File: src/design/rc4_pkg.sv
// ----------------------------------------------------------------------------
// rc4_pkg
// Shared types, constants and helpers of the RC4 stream cipher core.
// ----------------------------------------------------------------------------
package rc4_pkg;

  // Permutation store geometry
  localparam int unsigned PermDepth = 256;
  localparam int unsigned PermAw    = 8;
  localparam int unsigned ByteW     = 8;

  // Key register file
  localparam int unsigned KeyRegW   = 64;
  localparam int unsigned KeyW      = 128;
  localparam int unsigned KeyLenW   = 5;
  localparam int unsigned KeyIdxW   = 4;
  localparam int unsigned CfgIdxW   = 2;

  // Register indexes
  localparam logic [CfgIdxW-1:0] RegKeyLow  = 2'd0;
  localparam logic [CfgIdxW-1:0] RegKeyHigh = 2'd1;
  localparam logic [CfgIdxW-1:0] RegKeyLen  = 2'd2;

  // Key material as seen by the sequencer
  typedef struct packed {
    logic [KeyW-1:0]    key;  // byte 0 in bits 7:0
    logic [KeyLenW-1:0] len;  // clamped key length
  } key_cfg_t;

  // Select one key byte
  function automatic logic [ByteW-1:0] key_byte(input logic [KeyW-1:0] key,
                                                input logic [KeyIdxW-1:0] idx);
    key_byte = key[{idx, 3'b000} +: ByteW];
  endfunction

endpackage

File: src/design/rc4_ram.sv
// ----------------------------------------------------------------------------
// rc4_ram
// Generic single-clock RAM, one write port and one registered read port.
// A read of the address written in the same cycle returns the old data.
// ----------------------------------------------------------------------------
module rc4_ram #(
  parameter int unsigned Width = 8,
  parameter int unsigned Depth = 256
) (
  input  logic                     clk_i,
  input  logic                     we_i,
  input  logic [$clog2(Depth)-1:0] waddr_i,
  input  logic [Width-1:0]         wdata_i,
  input  logic                     re_i,
  input  logic [$clog2(Depth)-1:0] raddr_i,
  output logic [Width-1:0]         rdata_o
);

  logic [Width-1:0] mem_q [Depth];
  logic [Width-1:0] rdata_q;

  // Write port
  always_ff @(posedge clk_i) begin
    if (we_i) begin
      mem_q[waddr_i] <= wdata_i;
    end
  end

  // Read port, data held when idle
  always_ff @(posedge clk_i) begin
    if (re_i) begin
      rdata_q <= mem_q[raddr_i];
    end
  end

  assign rdata_o = rdata_q;

endmodule

File: src/design/rc4_cfg_regs.sv
// ----------------------------------------------------------------------------
// rc4_cfg_regs
// Key registers with write port; presents key bytes and clamped length.
// ----------------------------------------------------------------------------
module rc4_cfg_regs #(
  parameter int unsigned MAX_KEY_BYTES = 16
) (
  input  logic                             clk_i,
  input  logic                             rst_ni,
  input  logic                             cfg_we_i,
  input  logic [rc4_pkg::CfgIdxW-1:0]      cfg_index_i,
  input  logic [rc4_pkg::KeyRegW-1:0]      cfg_wdata_i,
  output rc4_pkg::key_cfg_t                key_cfg_o
);

  localparam logic [rc4_pkg::KeyLenW-1:0] MaxLen = rc4_pkg::KeyLenW'(MAX_KEY_BYTES);

  logic [rc4_pkg::KeyRegW-1:0] key_low_q,  key_low_d;
  logic [rc4_pkg::KeyRegW-1:0] key_high_q, key_high_d;
  logic [rc4_pkg::KeyLenW-1:0] key_len_q,  key_len_d;

  // Register decode; unknown indexes are dropped
  always_comb begin
    key_low_d  = key_low_q;
    key_high_d = key_high_q;
    key_len_d  = key_len_q;
    if (cfg_we_i) begin
      case (cfg_index_i)
        rc4_pkg::RegKeyLow:  key_low_d  = cfg_wdata_i;
        rc4_pkg::RegKeyHigh: key_high_d = cfg_wdata_i;
        rc4_pkg::RegKeyLen:  key_len_d  = cfg_wdata_i[rc4_pkg::KeyLenW-1:0];
        default: ;
      endcase
    end
  end

  always_ff @(posedge clk_i or negedge rst_ni) begin
    if (!rst_ni) begin
      key_low_q  <= '0;
      key_high_q <= '0;
      key_len_q  <= '0;
    end else begin
      key_low_q  <= key_low_d;
      key_high_q <= key_high_d;
      key_len_q  <= key_len_d;
    end
  end

  // Lengths above the supported maximum are clamped
  assign key_cfg_o.key = {key_high_q, key_low_q};
  assign key_cfg_o.len = (key_len_q > MaxLen) ? MaxLen : key_len_q;

endmodule

File: src/design/rc4_stream_cipher_core.sv
// Sequencing: a keyed item is taken in StIdle and walks StG1 to StG4 on the
// single permutation RAM; no new item is taken until its result is registered.
// An item with start_of_message first runs an identity fill of all 256
// entries, then the key schedule (StK1, then StK2 to StK4 per step).
// Key error items go straight to StDone.
// Reset clears indices, keyed flag and handshakes; the RAM is not cleared.
// ----------------------------------------------------------------------------
// rc4_stream_cipher_core
// RC4 byte stream cipher: each keyed input byte is XORed with the next keystream
// byte. The permutation lives in one RAM driven by a small sequencer.
// ----------------------------------------------------------------------------
module rc4_stream_cipher_core #(
  parameter int unsigned MAX_KEY_BYTES = 16
) (
  input  logic                        clk_i,
  input  logic                        rst_ni,
  // Input stream
  input  logic                        s_axis_tvalid_i,
  output logic                        s_axis_tready_o,
  input  logic [7:0]                  s_axis_tdata_i,  // [7:0] data_in
  input  logic                        s_axis_tuser_i,  // [0] start_of_message
  // Output stream
  output logic                        m_axis_tvalid_o,
  input  logic                        m_axis_tready_i,
  output logic [7:0]                  m_axis_tdata_o,  // [7:0] data_out
  output logic                        m_axis_tuser_o,  // [0] key_error
  // Configuration
  input  logic                        cfg_we_i,
  input  logic [rc4_pkg::CfgIdxW-1:0] cfg_index_i,
  input  logic [rc4_pkg::KeyRegW-1:0] cfg_wdata_i
);

  localparam int unsigned Aw = rc4_pkg::PermAw;
  localparam int unsigned Bw = rc4_pkg::ByteW;

  // Sequencer states
  localparam logic [3:0] StIdle = 4'd0;
  localparam logic [3:0] StFill = 4'd1;
  localparam logic [3:0] StK1   = 4'd2;
  localparam logic [3:0] StK2   = 4'd3;
  localparam logic [3:0] StK3   = 4'd4;
  localparam logic [3:0] StK4   = 4'd5;
  localparam logic [3:0] StG1   = 4'd6;
  localparam logic [3:0] StG2   = 4'd7;
  localparam logic [3:0] StG3   = 4'd8;
  localparam logic [3:0] StG4   = 4'd9;
  localparam logic [3:0] StDone = 4'd10;

  rc4_pkg::key_cfg_t key_cfg;

  logic [3:0]                  state_q, state_d;
  logic [Aw-1:0]               i_q, i_d;
  logic [Aw-1:0]               j_q, j_d;
  logic [Aw-1:0]               n_q, n_d;
  logic [rc4_pkg::KeyIdxW-1:0] kidx_q, kidx_d;
  logic                        keyed_q, keyed_d;
  logic                        fwd_q, fwd_d;
  logic                        fi_q, fi_d;
  logic                        fj_q, fj_d;
  logic                        m_valid_q, m_valid_d;
  logic [Bw-1:0]               si_q, si_d;
  logic [Bw-1:0]               sj_q, sj_d;
  logic [Bw-1:0]               ks_q, ks_d;
  logic [Bw-1:0]               data_q, data_d;
  logic                        err_q, err_d;
  logic [Bw-1:0]               m_data_q, m_data_d;
  logic                        m_err_q, m_err_d;

  logic                        ram_we, ram_re;
  logic [Aw-1:0]               ram_waddr, ram_raddr;
  logic [Bw-1:0]               ram_wdata, ram_rdata;

  logic                        s_accept;
  logic                        out_free;
  logic [Bw-1:0]               rd_fwd;
  logic [Bw-1:0]               ks_now;
  logic [Aw-1:0]               sum_t;
  logic [Aw-1:0]               n_inc;
  logic [rc4_pkg::KeyLenW-1:0] len_last;

  rc4_cfg_regs #(
    .MAX_KEY_BYTES (MAX_KEY_BYTES)
  ) u_cfg (
    .clk_i       (clk_i),
    .rst_ni      (rst_ni),
    .cfg_we_i    (cfg_we_i),
    .cfg_index_i (cfg_index_i),
    .cfg_wdata_i (cfg_wdata_i),
    .key_cfg_o   (key_cfg)
  );

  rc4_ram #(
    .Width (Bw),
    .Depth (rc4_pkg::PermDepth)
  ) u_perm (
    .clk_i   (clk_i),
    .we_i    (ram_we),
    .waddr_i (ram_waddr),
    .wdata_i (ram_wdata),
    .re_i    (ram_re),
    .raddr_i (ram_raddr),
    .rdata_o (ram_rdata)
  );

  assign s_axis_tready_o = (state_q == StIdle);
  assign s_accept        = s_axis_tvalid_i & s_axis_tready_o;
  assign out_free        = ~m_valid_q | m_axis_tready_i;

  // Forwarded read data and keystream byte
  assign rd_fwd   = fwd_q ? si_q : ram_rdata;
  assign ks_now   = fj_q ? si_q : (fi_q ? sj_q : ram_rdata);
  assign sum_t    = si_q + ram_rdata;
  assign n_inc    = n_q + 1'b1;
  assign len_last = key_cfg.len - 1'b1;

  // Sequencer
  always_comb begin
    state_d   = state_q;
    i_d       = i_q;
    j_d       = j_q;
    n_d       = n_q;
    kidx_d    = kidx_q;
    keyed_d   = keyed_q;
    fwd_d     = fwd_q;
    fi_d      = fi_q;
    fj_d      = fj_q;
    si_d      = si_q;
    sj_d      = sj_q;
    ks_d      = ks_q;
    data_d    = data_q;
    err_d     = err_q;
    m_data_d  = m_data_q;
    m_err_d   = m_err_q;
    m_valid_d = m_valid_q & ~m_axis_tready_i;
    ram_we    = 1'b0;
    ram_waddr = '0;
    ram_wdata = '0;
    ram_re    = 1'b0;
    ram_raddr = '0;

    case (state_q)
      StIdle: begin
        if (s_accept) begin
          data_d = s_axis_tdata_i;
          err_d  = 1'b0;
          if (s_axis_tuser_i) begin
            i_d = '0;
            j_d = '0;
            n_d = '0;
            if (key_cfg.len == '0) begin
              keyed_d = 1'b0;
              err_d   = 1'b1;
              state_d = StDone;
            end else begin
              state_d = StFill;
            end
          end else if (!keyed_q || key_cfg.len == '0) begin
            err_d   = 1'b1;
            state_d = StDone;
          end else begin
            state_d = StG1;
          end
        end
      end

      // Identity fill, one entry per cycle
      StFill: begin
        ram_we    = 1'b1;
        ram_waddr = n_q;
        ram_wdata = n_q;
        n_d       = n_inc;
        if (n_q == '1) begin
          kidx_d  = '0;
          state_d = StK1;
        end
      end

      // Key schedule: fetch S[n] for the first step
      StK1: begin
        ram_re    = 1'b1;
        ram_raddr = n_q;
        fwd_d     = 1'b0;
        state_d   = StK2;
      end

      // S[n] arrives; new j, fetch S[j]
      StK2: begin
        si_d      = rd_fwd;
        j_d       = j_q + rd_fwd + rc4_pkg::key_byte(key_cfg.key, kidx_q);
        ram_re    = 1'b1;
        ram_raddr = j_d;
        state_d   = StK3;
      end

      // S[n] <= S[j]
      StK3: begin
        ram_we    = 1'b1;
        ram_waddr = n_q;
        ram_wdata = ram_rdata;
        state_d   = StK4;
      end

      // S[j] <= old S[n]; prefetch S[n+1] with forwarding
      StK4: begin
        ram_we    = 1'b1;
        ram_waddr = j_q;
        ram_wdata = si_q;
        ram_re    = 1'b1;
        ram_raddr = n_inc;
        fwd_d     = (j_q == n_inc);
        n_d       = n_inc;
        kidx_d    = ({1'b0, kidx_q} == len_last) ? '0 : kidx_q + 1'b1;
        if (n_q == '1) begin
          keyed_d = 1'b1;
          i_d     = '0;
          j_d     = '0;
          state_d = StG1;
        end else begin
          state_d = StK2;
        end
      end

      // Keystream: fetch S[i+1]
      StG1: begin
        i_d       = i_q + 1'b1;
        ram_re    = 1'b1;
        ram_raddr = i_d;
        state_d   = StG2;
      end

      // S[i] arrives; new j, fetch S[j]
      StG2: begin
        si_d      = ram_rdata;
        j_d       = j_q + ram_rdata;
        ram_re    = 1'b1;
        ram_raddr = j_d;
        state_d   = StG3;
      end

      // S[i] <= S[j]; fetch S[si+sj], noting overlap with the swap
      StG3: begin
        sj_d      = ram_rdata;
        ram_we    = 1'b1;
        ram_waddr = i_q;
        ram_wdata = ram_rdata;
        ram_re    = 1'b1;
        ram_raddr = sum_t;
        fj_d      = (sum_t == j_q);
        fi_d      = (sum_t == i_q);
        state_d   = StG4;
      end

      // S[j] <= old S[i]; keystream byte ready
      StG4: begin
        ram_we    = 1'b1;
        ram_waddr = j_q;
        ram_wdata = si_q;
        ks_d      = ks_now;
        if (out_free) begin
          m_data_d  = data_q ^ ks_now;
          m_err_d   = 1'b0;
          m_valid_d = 1'b1;
          state_d   = StIdle;
        end else begin
          state_d   = StDone;
        end
      end

      // Wait for the output register
      StDone: begin
        if (out_free) begin
          m_data_d  = err_q ? '0 : (data_q ^ ks_q);
          m_err_d   = err_q;
          m_valid_d = 1'b1;
          state_d   = StIdle;
        end
      end

      default: begin
        state_d = StIdle;
      end
    endcase
  end

  // Control state
  always_ff @(posedge clk_i or negedge rst_ni) begin
    if (!rst_ni) begin
      state_q   <= StIdle;
      i_q       <= '0;
      j_q       <= '0;
      n_q       <= '0;
      kidx_q    <= '0;
      keyed_q   <= 1'b0;
      fwd_q     <= 1'b0;
      fi_q      <= 1'b0;
      fj_q      <= 1'b0;
      m_valid_q <= 1'b0;
    end else begin
      state_q   <= state_d;
      i_q       <= i_d;
      j_q       <= j_d;
      n_q       <= n_d;
      kidx_q    <= kidx_d;
      keyed_q   <= keyed_d;
      fwd_q     <= fwd_d;
      fi_q      <= fi_d;
      fj_q      <= fj_d;
      m_valid_q <= m_valid_d;
    end
  end

  // Payload
  always_ff @(posedge clk_i) begin
    si_q     <= si_d;
    sj_q     <= sj_d;
    ks_q     <= ks_d;
    data_q   <= data_d;
    err_q    <= err_d;
    m_data_q <= m_data_d;
    m_err_q  <= m_err_d;
  end

  assign m_axis_tvalid_o = m_valid_q;
  assign m_axis_tdata_o  = m_data_q;
  assign m_axis_tuser_o  = m_err_q;

endmodule

File: config.mk
export PLATFORM = sky130hd
export DESIGN_NAME = rc4_stream_cipher_core
export DESIGN_NICKNAME = d
export VERILOG_FILES = /design/src/design/rc4_pkg.sv /design/src/design/rc4_ram.sv /design/src/design/rc4_cfg_regs.sv /design/src/design/rc4_stream_cipher_core.sv
export SDC_FILE = /design/constraint.sdc
export NUM_CORES = 2
export LEC_CHECK = 0
export BUFFER_PORTS_ARGS = -buffer_cell sky130_fd_sc_hd__buf_2
export CAP_MARGIN = 20
export CORE_ASPECT_RATIO = 0.5
export CORE_MARGIN = 3
export CORE_UTILIZATION = 45
export DETAILED_ROUTE_END_ITERATION = 6
export PLACE_DENSITY = 0.66
export RECOVER_POWER = 100
export SLEW_MARGIN = 20
export SYNTH_ARGS = -nofsm -noshare
export SYNTH_HDL_FRONTEND = slang
export SYNTH_SLANG_ARGS = --single-unit
File: constraint.sdc
create_clock -name clk_i -period 5.97 [get_ports clk_i]
set_input_delay 1.194 -clock clk_i [delete_from_list [all_inputs] [get_ports clk_i]]
set_output_delay 1.194 -clock clk_i [all_outputs]
set_load 0.01 [all_outputs]
## After elaboration in Yosys (flattened, before gate mapping)

Memory sizes are Yosys's and may differ from the RTL's. A register that Yosys moved wholly into a read port is not among the register bits.
Cells that the tools add are included.
Widths: inputs -> output; s select.

- Memories: 1
- Word-level logic and storage cells: 141
- Input bits: 80
- RAM bits: 2,048
- Register bits: 212
- Output and inout port bits: 11

Memory list:

| memory | words | bits a word | read ports | clocked after Yosys merged registers in | wr ports | RTL line | text |
|---|---|---|---|---|---|---|---|
| u_perm.mem_q | 256 | 8 | 1 | 1 | 1 | rc4_ram.sv:19 | `logic [Width-1:0] mem_q [Depth];` |

- Bitwise gates (word level): 7
- Magnitude comparators: 1
- Reduce and logical (&&, ||, !) cells: 31
- Equality and inequality tests: 24
- Shift-type cells: 1
- Muxes and demuxes: 48
- Add/sub/neg operators: 8

Operator list:

| cell | count |
|---|---|
| $shiftx 128x8->8 | 1 |
| $mux 8 | 9 |
| $pmux 8 s3 | 3 |
| $pmux 8 s2 | 3 |
| $pmux 8 s6 | 1 |
| $pmux 4 s11 | 1 |
| $mux 4 | 9 |
| $add 8x8->8 | 4 |
| $pmux 8 s4 | 1 |
| $eq 8x8->1 | 3 |
| $add 8x1->8 const B | 2 |
| $eq 4x3->1 const B | 4 |
| $xor 8x8->8 | 2 |
| $mux 1 | 15 |
| $eq 4x4->1 const B | 3 |
| $reduce_bool 2->1 | 6 |
| $reduce_and 2->1 | 5 |
| $reduce_or 2->1 | 5 |
| $reduce_and 3->1 | 3 |
| $eq 4x2->1 const B | 2 |
| $eq 8x8->1 const B | 1 |
| $ne 2x2->1 const B | 4 |
| $pmux 4 s2 | 1 |
| $reduce_and 4->1 | 2 |
| other kinds (24) | 30 |

## Longest topological paths before layout

- Depth after elaboration: 8
- Depth in mapped cells: 22
- Depth with buffers taken out: 17

## Cells and area by module

A second synthesis with hierarchy kept.

- Cell total of the unflattened synthesis: 4,753
- Area total of the unflattened synthesis: 92,127.1 µm²

Modules (own cells, without submodules):

| module | area each (µm²) | instances | cells each |
|---|---|---|---|
| rc4_ram | 79,636.4 | 1 | 3,733 |
| rc4_stream_cipher_core | 7,101.8 | 1 | 732 |
| rc4_cfg_regs | 5,388.9 | 1 | 288 |

## Worst setup path before layout

Ideal clock, no wire load.

- Path kind: reg-to-reg
- Start point: register kidx_q[0] in the netlist's numbering
- End point: register u_perm.rdata_q[7] (netlist: u_perm.rdata_o[7]) (read register of u_perm.mem_q), data pin
- Data required time: 5.703 ns
- Setup slack: 0.354 ns
- Clock period less this slack: 5.616 ns
- Data arrival time: 5.349 ns
- Stages on the path, launching flop included: 19
- Library setup time: 0.267 ns
- Path through: dfrtp_1 buf_4 buf_1 mux4_2 mux4_2 fa_1 ha_1 fa_1 a2bb2oi_1 nand3_4 buf_6 buf_4 buf_4 mux4_2 a221oi_1 nand2_1 nor4b_1 nor4_1 nand4_1

- Cells in the longest elaborated chain, start to end: 3

RTL lines:

| item | RTL line | text |
|---|---|---|
| start: declaration | rc4_stream_cipher_core.sv:55 | `logic [rc4_pkg::KeyIdxW-1:0] kidx_q, kidx_d;` |
| start signal: assignment | rc4_stream_cipher_core.sv:303 | `kidx_q <= kidx_d;` |
| $shiftx 128x8->8 | rc4_pkg.sv:33 | `key_byte = key[{idx, 3'b000} +: ByteW];` |
| $add 8x8->8 | rc4_stream_cipher_core.sv:189 | `j_d = j_q + rd_fwd + rc4_pkg::key_byte(key_cfg.key, kidx_q);` |
| $pmux 8 s6 | rc4_stream_cipher_core.sv:141 | `case (state_q)` |
| end: declaration | rc4_ram.sv:20 | `logic [Width-1:0] rdata_q;` |

Every way passes these cells.
A chain may end at the register's enable or synchronous reset.

## Worst setup path in the final report

- Start point: register kidx_q[0] in the netlist's numbering
- End point: register u_perm.rdata_q[3] (netlist: u_perm.rdata_o[3]) (read register of u_perm.mem_q), data pin

Same word-level chain as after synthesis.

==> out/summary.md <==
## Global route
• 55300 — vias in the first global route
• 0 — GRT overflow
• 16 — number of antenna violations at the first check in global routing
• 25.3% — global-route total usage across every layer
• 396000 um — wire length of the first global-routing pass
• 181 — maximum number of pins on one net before global-route repair

## Min path
• u_cfg.key_high_q[23] — Min-Delay Startpoint
• register to register — Hold WC Path Type

## Clocking
• 4 — Clock H-tree levels
• sky130_fd_sc_hd__clkbuf_16 — clock root cell
• 2268 — CTS sink count
• yes — clock tree from TritonCTS
• 0.07 ns — clock slew at the register clock pins of the worst setup and hold paths
• 0.87 ns — clock network latency to the later pin of the worst-skew pair
• 201 — TritonCTS Buffers
• 3 — Longest Clk Path Bufs

## Place
• 0.953 — gpl congestion
• 90 — count of buffers inserted at the top-level ports
• 9089 — Placed Cells
• 175000 um — half-perimeter wire length after detailed placement

## Synth
• 72.2% — register area share after synthesis
• 6295 — Synthesized Nets
• sky130_fd_sc_hd__edfxtp_1 — flip-flop cell with the highest count after synthesis
• 67.6% — area fraction of the dominant cell type after synthesis
• 2268 — #FFs+latches synth
• sky130_fd_sc_hd__edfxtp_1, sky130_fd_sc_hd__mux4_2, sky130_fd_sc_hd__dfrtp_1 — cell types occupying the most area after synthesis
• 2098 — number of synthesized flops with an enable pin
• 91 — distinct cell type count of the synthesized netlist
• 6180 — Post-Syn Instances
• 0 — yosys synthesis warning count
• 93200 um2 — Cell Area, Synth
• 15.1 um2 — post-synthesis area per instance
• 7.50% — async set-reset flop share out of synthesis
• sky130_fd_sc_hd__edfxtp_1 — post-synth top area cell

## Timing
• true — RSZ-0062 raised after global routing
• 99.3% — Final period util
• 3.89 ns — measured slew at the worst slew-check pin
• -160% — max-slew headroom at the worst pin
• 0 — Final Hold Vio Count
• 0 — final count of negative-setup-slack endpoints
• 0.169 GHz — Achievable Freq
• 0.505 ns — Hold Slack
• 0.0349 ns — Post-Route Skew
• 5.93 ns — min Tclk post-route
• 0 ns — Setup Total Neg Slack
• 989 — final number of max-transition violations

## Setup path
• kidx_q[0] — launching point of the worst reg2reg path
• 15 — top fanout value on the critical path
• kidx_q[0] — launching element of the worst setup path
• 6.68 ns — critical path required time
• register to register — Setup Crit Path Kind
• 6.64 ns — data arrival time of the critical path
• register — type of element capturing the critical path
• register — nature of the critical path startpoint

## Route
• 29.1 um — wire length per cell after detailed routing
• 9058 — starting DRC count in detailed routing
• 0 — remaining antenna violation count after routing
• 6.20 — number of vias per cell after detailed routing
• 58700 — via count of the routed design
• 276000 um — routed wire length
• 8 — DR DRC count
• 7 — DRT Pass-1 Iters

## Final layout
• 6679 — number of nets in the finished design
• 16.9% — proportion of layout cells with a drive suffix above 1
• 13.0% — area delta synth->final
• sky130_fd_sc_hd__edfxtp_1 — most common cell after layout, fill and taps aside
• sky130_fd_sc_hd__edfxtp_1, sky130_fd_sc_hd__nand2_1, sky130_fd_sc_hd__a21oi_1 — leading cell types in the layout, fill and taps excluded
• 9473 — fin cells

## Flow run
• 20 — number of max-cap violations

## Floorplanning
• 45.5% — initial standard-cell utilization of the core
• 117 — cell row count
• 650 um — Horiz. Die Dim
• 205000 um2 — area inside the core boundary
• 328 um — die height
• 213000 um2 — area enclosed by the die boundary
• 91 — I/O pin total

## Run status
• design-rule violations, max-capacitance violations, max-slew violations — violations in the final reports
• complete, but fails checks — result of the run

## Power and ir drop
• 0.313 mV — worst IR drop on VDD
• 317 nW/um2 — Power Dens Cells
• 0.0349 uW — static leakage power

## area by class of cell
class	instances	area, um2
diodes	8	20.0
clock buffers	266	5360
clock inverters	101	840
fillers	16800	99300
inverters	19	73.8
multi-input cells	3477	23800
flip-flops and latches	2268	67300
well taps	2737	3420
repair buffers	597	4570
## sequential cells by signal (all words and copies together) (netlist names)
name              flops
n_q                   8
sj_q                  8
si_q                  8
u_cfg.key_low_q      64
data_q                8
m_axis_tdata_o        8
kidx_q                4
m_axis_tuser_o        1
j_q                   8
ks_q                  8
fwd_q                 1
state_q               4
m_axis_tvalid_o       1
u_cfg.key_len_q       5
u_perm.mem_q       2048
i_q                   8
fj_q                  1
err_q                 1
keyed_q               1
fi_q                  1
u_cfg.key_high_q     64
u_perm.rdata_o        8
## Yosys cell counts, types with 13 or more instances
| cell type | count |
|---|---|
| sky130_fd_sc_hd__nand3_1 | 243 |
| sky130_fd_sc_hd__nor2_1 | 359 |
| sky130_fd_sc_hd__a211oi_1 | 30 |
| sky130_fd_sc_hd__a22oi_1 | 192 |
| sky130_fd_sc_hd__ha_1 | 25 |
| sky130_fd_sc_hd__o21ai_0 | 57 |
| sky130_fd_sc_hd__xnor2_1 | 42 |
| sky130_fd_sc_hd__and3_1 | 41 |
| sky130_fd_sc_hd__and2_1 | 13 |
| sky130_fd_sc_hd__mux4_2 | 198 |
| sky130_fd_sc_hd__xor2_1 | 28 |
| sky130_fd_sc_hd__mux2i_1 | 130 |
| sky130_fd_sc_hd__clkbuf_1 | 107 |
| sky130_fd_sc_hd__buf_1 | 23 |
| sky130_fd_sc_hd__mux2_2 | 150 |
| sky130_fd_sc_hd__nor4_1 | 18 |
| sky130_fd_sc_hd__inv_1 | 16 |
| sky130_fd_sc_hd__buf_4 | 63 |
| sky130_fd_sc_hd__a21oi_1 | 435 |
| sky130_fd_sc_hd__dfrtp_1 | 170 |
| sky130_fd_sc_hd__buf_6 | 30 |
| sky130_fd_sc_hd__nor3_1 | 26 |
| sky130_fd_sc_hd__nand4_1 | 22 |
| sky130_fd_sc_hd__buf_2 | 189 |
| sky130_fd_sc_hd__a22o_1 | 25 |
| sky130_fd_sc_hd__a31oi_1 | 44 |
| sky130_fd_sc_hd__a32oi_1 | 47 |
| sky130_fd_sc_hd__nand2_1 | 996 |
| sky130_fd_sc_hd__o22ai_1 | 40 |
| sky130_fd_sc_hd__edfxtp_1 | 2098 |
| sky130_fd_sc_hd__a221oi_1 | 80 |
## repair_timing
action | 4_1_cts | 5_1_grt
pin swaps | 1 | 4
hold buffers | 0 | 0
resized for setup | 3 | 28
setup endpoints to repair | 4 | 8
cloned | 0 | 2
setup buffers | 2 | 5
## stage by stage
| stage | util [%] | worst slack (ns) | instance area, um2 | power, uW |
|---|---|---|---|---|
| 4_1_cts | 51.7 | 0.0352 | 106000 | 33500 |
| 5_1_grt | 51.5 | -0.0641 | 105000 | 34300 |
| 3_3_place_gp | 48.7 | -0.0870 | 99600 | 21200 |
| 2_1_floorplan | - | 0.354 | 93200 | 19800 |
| 6_report | 51.5 | 0.0443 | 105000 | 33400 |
| 3_5_place_dp | 48.7 | -0.0578 | 99600 | 21200 |
## power breakdown
part	internal [uW]	total (uW)	switching, uW
clock network	6690	12500	5840
logic	1140	3190	2060
registers	17500	17700	240
total	25300	33400	8140
## worst max-delay path: stages (launching register included)
cell and delay (ns):
sky130_fd_sc_hd__dfrtp_2 0.38, sky130_fd_sc_hd__buf_12 0.17, sky130_fd_sc_hd__mux4_2 0.52, sky130_fd_sc_hd__mux4_2 0.46
sky130_fd_sc_hd__inv_1 0.15, sky130_fd_sc_hd__fa_1 0.43, sky130_fd_sc_hd__inv_1 0.08, sky130_fd_sc_hd__ha_1 0.22
sky130_fd_sc_hd__fa_1 0.42, sky130_fd_sc_hd__a2bb2oi_1 0.17, sky130_fd_sc_hd__buf_4 0.18, sky130_fd_sc_hd__and3_4 0.37
sky130_fd_sc_hd__buf_4 0.26, sky130_fd_sc_hd__nor2_2 0.09, sky130_fd_sc_hd__buf_4 0.29, sky130_fd_sc_hd__a32o_1 0.28
sky130_fd_sc_hd__a221oi_1 0.46, sky130_fd_sc_hd__clkbuf_4 0.29, sky130_fd_sc_hd__o22ai_1 0.07, sky130_fd_sc_hd__o21ai_1 0.13
sky130_fd_sc_hd__buf_4 0.17, sky130_fd_sc_hd__nand3b_1 0.08, sky130_fd_sc_hd__nand4_1 0.09
## kinds of logic (layout without fill, tap and decap cells)
logic type                 Yosys count  after routing  synth area share [%]
AOI/OAI and AO/OA                 1099           1099                  7.83
and+or+nand+nor                   1794           1794                  8.22
DFF                               2268           2268                  72.2
buffers and inverters              435            983                  2.56
muxes                              479            479                  8.01
other                                0              8                     0
adders and majority gates           35             35                 0.551
xor gates and xnor gates            70             70                 0.658
## metal layers
metal  vias up  share of wire [%]  GRT usage (%)
li1      24600                  -              -
met1     29800                 39           35.9
met2      3769                 45           38.0
met3       541                 13           6.68
met4        18                3.5           8.66
met5         -              0.060              0
## final timing paths
| check | endpoint | slack, ns | cells after the start |
|---|---|---|---|
| worst max-delay path | u_perm.rdata_o[3] | 0.04 | 22 |
| worst min-delay path | u_cfg.key_high_q[23] | 0.50 | 1 |
| worst max register to register | u_perm.rdata_o[3] | 0.04 | 22 |
| worst min register to register | u_cfg.key_high_q[23] | 0.50 | 1 |
| max in group asynchronous | kidx_q[0] | 1.27 | 2 |
| min in group asynchronous | u_cfg.key_high_q[55] | 1.70 | 1 |
(Power assumes the default switching activity.)
